==> config.mk <==
export PLATFORM = sky130hd
export DESIGN_NAME = vcms_csr
export DESIGN_NICKNAME = d
export VERILOG_FILES = /design/src/design/vcms_pkg.sv /design/src/design/vcms_csr.sv
export SDC_FILE = /design/constraint.sdc
export NUM_CORES = 1
export LEC_CHECK = 0
export ABC_CLOCK_PERIOD_IN_PS = 1460
export BUFFER_PORTS_ARGS = -buffer_cell sky130_fd_sc_hd__buf_2
export CORE_AREA = 3 3 120 87
export DETAILED_ROUTE_END_ITERATION = 6
export DIE_AREA = 0 0 123 90
export GPL_ROUTABILITY_DRIVEN = 1
export PLACE_DENSITY = 0.76
export SLEW_MARGIN = 40
export SYNTH_ARGS = -nofsm -noshare
export SYNTH_HDL_FRONTEND = slang
export SYNTH_SLANG_ARGS = --single-unit
==> constraint.sdc <==
create_clock -name clock -period 1.46 [get_ports clock]
set_input_delay 0.073 -clock clock [delete_from_list [all_inputs] [get_ports clock]]
set_output_delay 0.073 -clock clock [all_outputs]
set_load 0.05 [all_outputs]
==> src/design/vcms_pkg.sv <==
// Shared types, codes and constants of the velocity command mux and smoother.
package vcms_pkg;

   localparam int VEL_W      = 16;
   localparam int CMD_W      = 3;
   localparam int HEALTH_W   = 3;
   localparam int MODE_W     = 2;
   localparam int TICK_W     = 16;
   localparam int ALPHA_W    = 17;
   localparam int ALPHA_FRAC = 16;
   localparam int LIM_W      = 15;
   localparam int THR_W      = 15;
   localparam int CSR_ADDR_W = 5;
   localparam int CSR_DATA_W = 32;
   localparam int REG_IDX_W  = 3;

   localparam int SQ_CMP_W  = (2 * VEL_W + 1 > 2 * THR_W) ? 2 * VEL_W + 1 : 2 * THR_W;
   localparam int MAG_CMP_W = (VEL_W > THR_W) ? VEL_W : THR_W;

   localparam logic [ALPHA_W-1:0] ALPHA_ONE = ALPHA_W'(1 << ALPHA_FRAC);

   localparam logic [CMD_W-1:0] CMD_MANUAL = 3'd0;
   localparam logic [CMD_W-1:0] CMD_AUTO   = 3'd1;
   localparam logic [CMD_W-1:0] CMD_HEALTH = 3'd2;
   localparam logic [CMD_W-1:0] CMD_SAFETY = 3'd3;
   localparam logic [CMD_W-1:0] CMD_TICK   = 3'd4;

   localparam logic [HEALTH_W-1:0] HEALTH_DEGRADED   = 3'd1;
   localparam logic [HEALTH_W-1:0] HEALTH_EMERGENCY  = 3'd2;
   localparam logic [HEALTH_W-1:0] HEALTH_PROTECTIVE = 3'd3;
   localparam logic [HEALTH_W-1:0] HEALTH_RECONFIG   = 3'd4;

   localparam logic [MODE_W-1:0] MODE_IDLE    = 2'd0;
   localparam logic [MODE_W-1:0] MODE_MANUAL  = 2'd1;
   localparam logic [MODE_W-1:0] MODE_AUTO    = 2'd2;
   localparam logic [MODE_W-1:0] MODE_BLOCKED = 2'd3;

   localparam logic KIND_VELOCITY = 1'b0;
   localparam logic KIND_CANCEL   = 1'b1;

   localparam logic [REG_IDX_W-1:0] REG_TIMEOUT  = 3'd0;
   localparam logic [REG_IDX_W-1:0] REG_HOLD     = 3'd1;
   localparam logic [REG_IDX_W-1:0] REG_ALPHA    = 3'd2;
   localparam logic [REG_IDX_W-1:0] REG_LIM_NORM = 3'd3;
   localparam logic [REG_IDX_W-1:0] REG_LIM_DEGR = 3'd4;
   localparam logic [REG_IDX_W-1:0] REG_STILL    = 3'd5;

   localparam logic [TICK_W-1:0]  RST_TIMEOUT  = 16'd50;
   localparam logic [TICK_W-1:0]  RST_HOLD     = 16'd200;
   localparam logic [ALPHA_W-1:0] RST_ALPHA    = 17'd6554;
   localparam logic [LIM_W-1:0]   RST_LIM_NORM = 15'd4096;
   localparam logic [LIM_W-1:0]   RST_LIM_DEGR = 15'd1229;
   localparam logic [THR_W-1:0]   RST_STILL    = 15'd4;

   typedef struct packed {
      logic [CMD_W-1:0]        command;
      logic signed [VEL_W-1:0] lin_x;
      logic signed [VEL_W-1:0] lin_y;
      logic signed [VEL_W-1:0] ang_z;
      logic [HEALTH_W-1:0]     health_code;
      logic                    estop_active;
   } req_type;

   typedef struct packed {
      logic                    result_kind;
      logic signed [VEL_W-1:0] out_lin_x;
      logic signed [VEL_W-1:0] out_lin_y;
      logic signed [VEL_W-1:0] out_ang_z;
      logic [MODE_W-1:0]       mux_mode;
   } rsp_type;

   typedef struct packed {
      logic [TICK_W-1:0]  command_timeout_ticks;
      logic [TICK_W-1:0]  takeover_hold_ticks;
      logic [ALPHA_W-1:0] smoothing_alpha;
      logic [LIM_W-1:0]   speed_limit_normal;
      logic [LIM_W-1:0]   speed_limit_degraded;
      logic [THR_W-1:0]   still_threshold;
   } cfg_type;

endpackage

==> src/design/vcms_csr.sv <==
// Configuration register file with an APB-style access port.
module vcms_csr (
   input  logic                             clock,
   input  logic                             reset,
   input  logic                             csr_psel,
   input  logic                             csr_penable,
   input  logic                             csr_pwrite,
   input  logic [vcms_pkg::CSR_ADDR_W-1:0]  csr_paddr,
   input  logic [vcms_pkg::CSR_DATA_W-1:0]  csr_pwdata,
   output logic [vcms_pkg::CSR_DATA_W-1:0]  csr_prdata,
   output logic                             csr_pready,
   output vcms_pkg::cfg_type                cfg
);
   import vcms_pkg::*;

   cfg_type              cfg_ff;
   logic                 wr_en;
   logic [REG_IDX_W-1:0] reg_idx;

   assign wr_en      = csr_psel && csr_penable && csr_pwrite;
   assign reg_idx    = csr_paddr[CSR_ADDR_W-1:2];
   assign csr_pready = 1'b1;
   assign cfg        = cfg_ff;

   always_ff @(posedge clock) begin
      if (reset) begin
         cfg_ff.command_timeout_ticks <= RST_TIMEOUT;
         cfg_ff.takeover_hold_ticks   <= RST_HOLD;
         cfg_ff.smoothing_alpha       <= RST_ALPHA;
         cfg_ff.speed_limit_normal    <= RST_LIM_NORM;
         cfg_ff.speed_limit_degraded  <= RST_LIM_DEGR;
         cfg_ff.still_threshold       <= RST_STILL;
      end else if (wr_en) begin
         case (reg_idx)
            REG_TIMEOUT:  cfg_ff.command_timeout_ticks <= csr_pwdata[TICK_W-1:0];
            REG_HOLD:     cfg_ff.takeover_hold_ticks   <= csr_pwdata[TICK_W-1:0];
            REG_ALPHA:    cfg_ff.smoothing_alpha       <= csr_pwdata[ALPHA_W-1:0];
            REG_LIM_NORM: cfg_ff.speed_limit_normal    <= csr_pwdata[LIM_W-1:0];
            REG_LIM_DEGR: cfg_ff.speed_limit_degraded  <= csr_pwdata[LIM_W-1:0];
            REG_STILL:    cfg_ff.still_threshold       <= csr_pwdata[THR_W-1:0];
            default: begin
            end
         endcase
      end
   end

   always_comb begin
      case (reg_idx)
         REG_TIMEOUT:  csr_prdata = CSR_DATA_W'(cfg_ff.command_timeout_ticks);
         REG_HOLD:     csr_prdata = CSR_DATA_W'(cfg_ff.takeover_hold_ticks);
         REG_ALPHA:    csr_prdata = CSR_DATA_W'(cfg_ff.smoothing_alpha);
         REG_LIM_NORM: csr_prdata = CSR_DATA_W'(cfg_ff.speed_limit_normal);
         REG_LIM_DEGR: csr_prdata = CSR_DATA_W'(cfg_ff.speed_limit_degraded);
         REG_STILL:    csr_prdata = CSR_DATA_W'(cfg_ff.still_threshold);
         default:      csr_prdata = '0;
      endcase
   end

endmodule

* Word level (Yosys, flattened, before mapping)
Index checks and enable logic that the tools add are counted.
Word-level totals: register bits after elaboration 94, latch bits 0, RAM bits 0, bits in read-only memories 0, bits of input ports 42, output and inout bits 127, logic and storage cells 21, memories kept 0
Operators by class: $add $sub $neg 0, multipliers 0, divide/modulo/power cells 0, $lt $le $gt $ge 0, equality and inequality tests 5, shift operators 0, mux-type cells 1, bitwise operators 0, reductions and logical operators 9
Operators with widths (count):
- case mux 17 bit (6 select lines) | 1
- AND reduction 2 bit | 6
- == test 3 x 2 -> 1 bit, second input constant | 2
- == test 3 bit, second input constant | 2
- == test 3 x 1 -> 1 bit, second input constant | 1
- logical NOT 3 bit | 1
- logical AND 1 bit | 2

* Depth between registers and ports, before layout
depth after elaboration 3, mapped depth 6, gate-level depth less buffers 3

* Worst setup path before layout
OpenSTA, ideal clock, no wires.
path kind reg-to-output, start register cfg_ff (netlist bit cfg[18]), end output csr_prdata[3] (netlist name), arrival time 2.041 ns, required time 1.387 ns, path slack -0.654 ns, stages on the path, launching flop included 4, buffers on the path 0, path through dfxtp_1 mux2_2 a22oi_1 o21ai_0
On the way: cells in the longest elaborated chain, start to end 1
RTL lines:
- start: declaration | line vcms_csr.sv:16 | cfg_type cfg_ff;
- case mux 17 bit (6 select lines) | line vcms_csr.sv:48 | case (reg_idx)
- end: declaration | line vcms_csr.sv:10 | output logic [vcms_pkg::CSR_DATA_W-1:0] csr_prdata,
Every way passes these cells.

* Final worst setup path
start register cfg_ff (netlist bit cfg[47]), end output csr_prdata[2] (netlist name)
The elaborated chain is that of the path after synthesis.

==> summary.txt <==
Synth
  • Synth Register Bits: 94
  • Number of distinct library cells after synthesis: 37
  • Synth Cell Area: about 4700 um2
  • FFs w/ async S/R, synth: 0
  • Main synth FF type: dfxtp_1
  • Mapped Cells: ~530
  • Post-synth EDFFs: 0
  • Seq/Total Area, Yosys: 0.404
  • Synth Area per Inst: a little under 9 um2
  • Yosys warning count: 0

Drt
  • DRT Pass-1 Iters: 6
  • Via density: about 5.8
  • Via count: roughly 4,700
  • Routed length per instance: around 19 um
  • DRC viols: 0
  • Post-Route WL: between 15 and 20 mm
  • Drt initial violations: between 300 and 400
  • Post-DRT Antenna Nets: 0

Finish
  • Fillcell total: ~670
  • Fin util: 0.712
  • Fin nets: slightly above 700
  • Area Overhead vs Synth: 40.4%
  • Sequential Area: ~1900 um2
  • Area of the multi-input gates: between 2000 and 3000 um2
  • Layout cell share with drive strength beyond 1: 0.441
  • ANT cells: 0
  • Largest register FFs: 94

Clock tree
  • TritonCTS Sinks: 94
  • CTS tree: built
  • CTS max path bufs: 2
  • Root Buffer: clkbuf_16
  • Clk_lat worst skew: roughly 0.34 ns
  • H-tree levels: 3
  • Clk slew on worst S/H paths: around 0.06 ns
  • Num CTS Buffers: 9

Die
  • DIE WIDTH: 123 um
  • Core ar.: about 9200 um2
  • Die ar.: between 10,000 and 15,000 um2
  • Num rows: 29
  • Initial Util: 0.508
  • Die Y: 90 um
  • Io pins: 169

Critical path
  • Max FO, Critical Path: 2
  • Startpoint types: flop
  • Crit path required time: approximately 1.4 ns
  • Crit. End Element: output port
  • WS Path Type: reg -> out
  • Arr. time, crit path: between 1.5 and 2 ns

Power and ir drop
  • P_leak: about 2.8 nW
  • Maximum vdd drop: ~660 uV
  • Power per cell area: just over 900 nW/um2

Placement
  • PortBufs: 135
  • RD Place Congestion: 0.848
  • DP HPWL: 10.5 mm

Timing
  • Setup violators final: 7
  • Clock Skews: 0 ns
  • Clock period minus worst slack: between 1.5 and 2 ns
  • FMAX: between 600 and 700 MHz
  • Final period utilization: 1.10
  • Fin Setup TNS: -0.778 ns
  • Final Hold Viols: 0
  • Fin. max-slew vios: 0
  • RSZ-0062 raised after global routing: true
  • Final WS setup: -0.143 ns

Worst hold path
  • Hold WC Path Type: in -> reg

Flow run
  • Max Cap Viol: 0

GRT
  • Initial antenna violation count: 0
  • Vias in the first global route: ~4,500
  • Grt ovf: 0
  • First-pass GRT wire length: 24.1 mm
  • Largest net degree at the start of global routing: 54
  • Total track usage: 0.272

Outcome
  • Failing checks: setup timing
  • Outcome: finished, violations left
## area by class of cell
class                           instances  share of cell area
Tap cell                              124              0.0237
Sequential cell                        94               0.293
Multi-Input combinational cell        378               0.424
Timing Repair Buffer                  194               0.209
Clock buffer                            9              0.0344
Clock inverter                          7              0.0149
Inverter                                1            0.000574
## stage by stage
| step | setup slack (ns) | hold slack [ns] | instances | total power [W] | instance area, um2 |
|---|---|---|---|---|---|
| 2_1_floorplan | -0.0238 | 0.191 | 540 | 0.00326 | 4850 |
| 3_3_place_gp | -0.0705 | 0.342 | 775 | 0.00349 | 5790 |
| 3_5_place_dp | -0.0857 | 0.349 | 775 | 0.00351 | 5790 |
| 4_1_cts | -0.131 | 0.00235 | 801 | 0.00608 | 6440 |
| 5_1_grt | -0.221 | 0.00670 | 807 | 0.00626 | 6540 |
| 6_report | -0.143 | 0.0152 | 807 | 0.00607 | 6540 |
## layout by cell type (no fill, tap or decap), drive strengths merged
master / netlist / layout
clkinv: 0 / 4
nor2: 34 / 34
and4b: 1 / 1
o21a: 1 / 1
mux2i: 57 / 57
or3: 4 / 4
a221o: 2 / 2
clkbuf: 35 / 10
o221ai: 3 / 3
a22oi: 10 / 10
inv: 1 / 2
nand3b: 1 / 1
and4: 1 / 1
dfxtp: 94 / 94
a221oi: 5 / 5
nand2b: 45 / 45
nor3: 1 / 1
nand2: 4 / 4
buf: 32 / 192
nor2b: 3 / 3
o21ai: 54 / 54
nand4b: 1 / 1
dlygate4sd3: 0 / 1
nand4: 1 / 1
nand3: 47 / 47
a21boi: 2 / 2
a32oi: 5 / 5
and2: 2 / 2
a211o: 2 / 2
conb: 2 / 16
mux2: 22 / 22
or4b: 2 / 2
bufinv: 0 / 2
a21oi: 52 / 52
## per-layer routing
| metal | part of all wire | up-vias | global-route usage |
|---|---|---|---|
| li1 | - | 2151 | - |
| met1 | 0.42 | 2260 | 0.377 |
| met2 | 0.46 | 277 | 0.426 |
| met3 | 0.10 | 25 | 0.0615 |
| met4 | 0.014 | 0 | 0.0783 |
| met5 | 0 | - | 0 |
## critical path: stages (launching register included)
cell and delay (ns):
dfxtp_2 0.32, mux2_2 0.26, a221oi_2 0.24, buf_4 0.17
a21oi_4 0.03, buf_6 0.16
## synthesized netlist by cell type (all sizes together), types with 10 or more instances
| master | number | share of area |
|---|---|---|
| mux2i | 57 | 0.12 |
| dfxtp | 94 | 0.40 |
| buf | 32 | 0.049 |
| mux2 | 22 | 0.053 |
| o21ai | 54 | 0.058 |
| nor2 | 34 | 0.028 |
| clkbuf | 35 | 0.028 |
| a21oi | 52 | 0.056 |
| nand3 | 47 | 0.050 |
| nand2b | 45 | 0.060 |
| a22oi | 10 | 0.016 |
## final timing paths
check,from,end,slack (ns),depth (start not counted)
setup / recovery,cfg[47]$_SDFFE_PP0P_,csr_prdata[2],-0.14,5
setup reg to reg,cfg[15]$_SDFFE_PP1P_,cfg[15]$_SDFFE_PP1P_,0.61,2
hold / removal,csr_pwdata[15],cfg[60]$_SDFFE_PP0P_,0.02,3
hold reg to reg,cfg[88]$_SDFFE_PP0P_,cfg[88]$_SDFFE_PP0P_,0.48,2
## repair_timing
action                     CTS  global route
hold endpoints to repair     1             0
pin swaps                    2             2
gates resized for setup     75            15
hold buffers                 1             0
setup endpoints to repair   15            16
setup buffers                9             6
## kinds of logic (layout without fill, tap and decap cells)
family | count (synthesis) | in the layout | share of synthesized area
buffers and inverters | 68 | 211 | 0.0776
AO/OA/AOI/OAI | 136 | 136 | 0.167
AND/OR/NAND/NOR | 147 | 147 | 0.174
other | 2 | 16 | 0.00161
flip-flops | 94 | 94 | 0.404
multiplexers | 79 | 79 | 0.176
## power by group
part / internal, W / switching [W] / total, W
Combinational: 0.000316 / 0.000633 / 0.000949
Clock: 0.00151 / 0.00102 / 0.00253
Sequential: 0.00258 / 0.0000165 / 0.00260
Total: 0.00440 / 0.00167 / 0.00607
(Power assumes the default switching activity.)
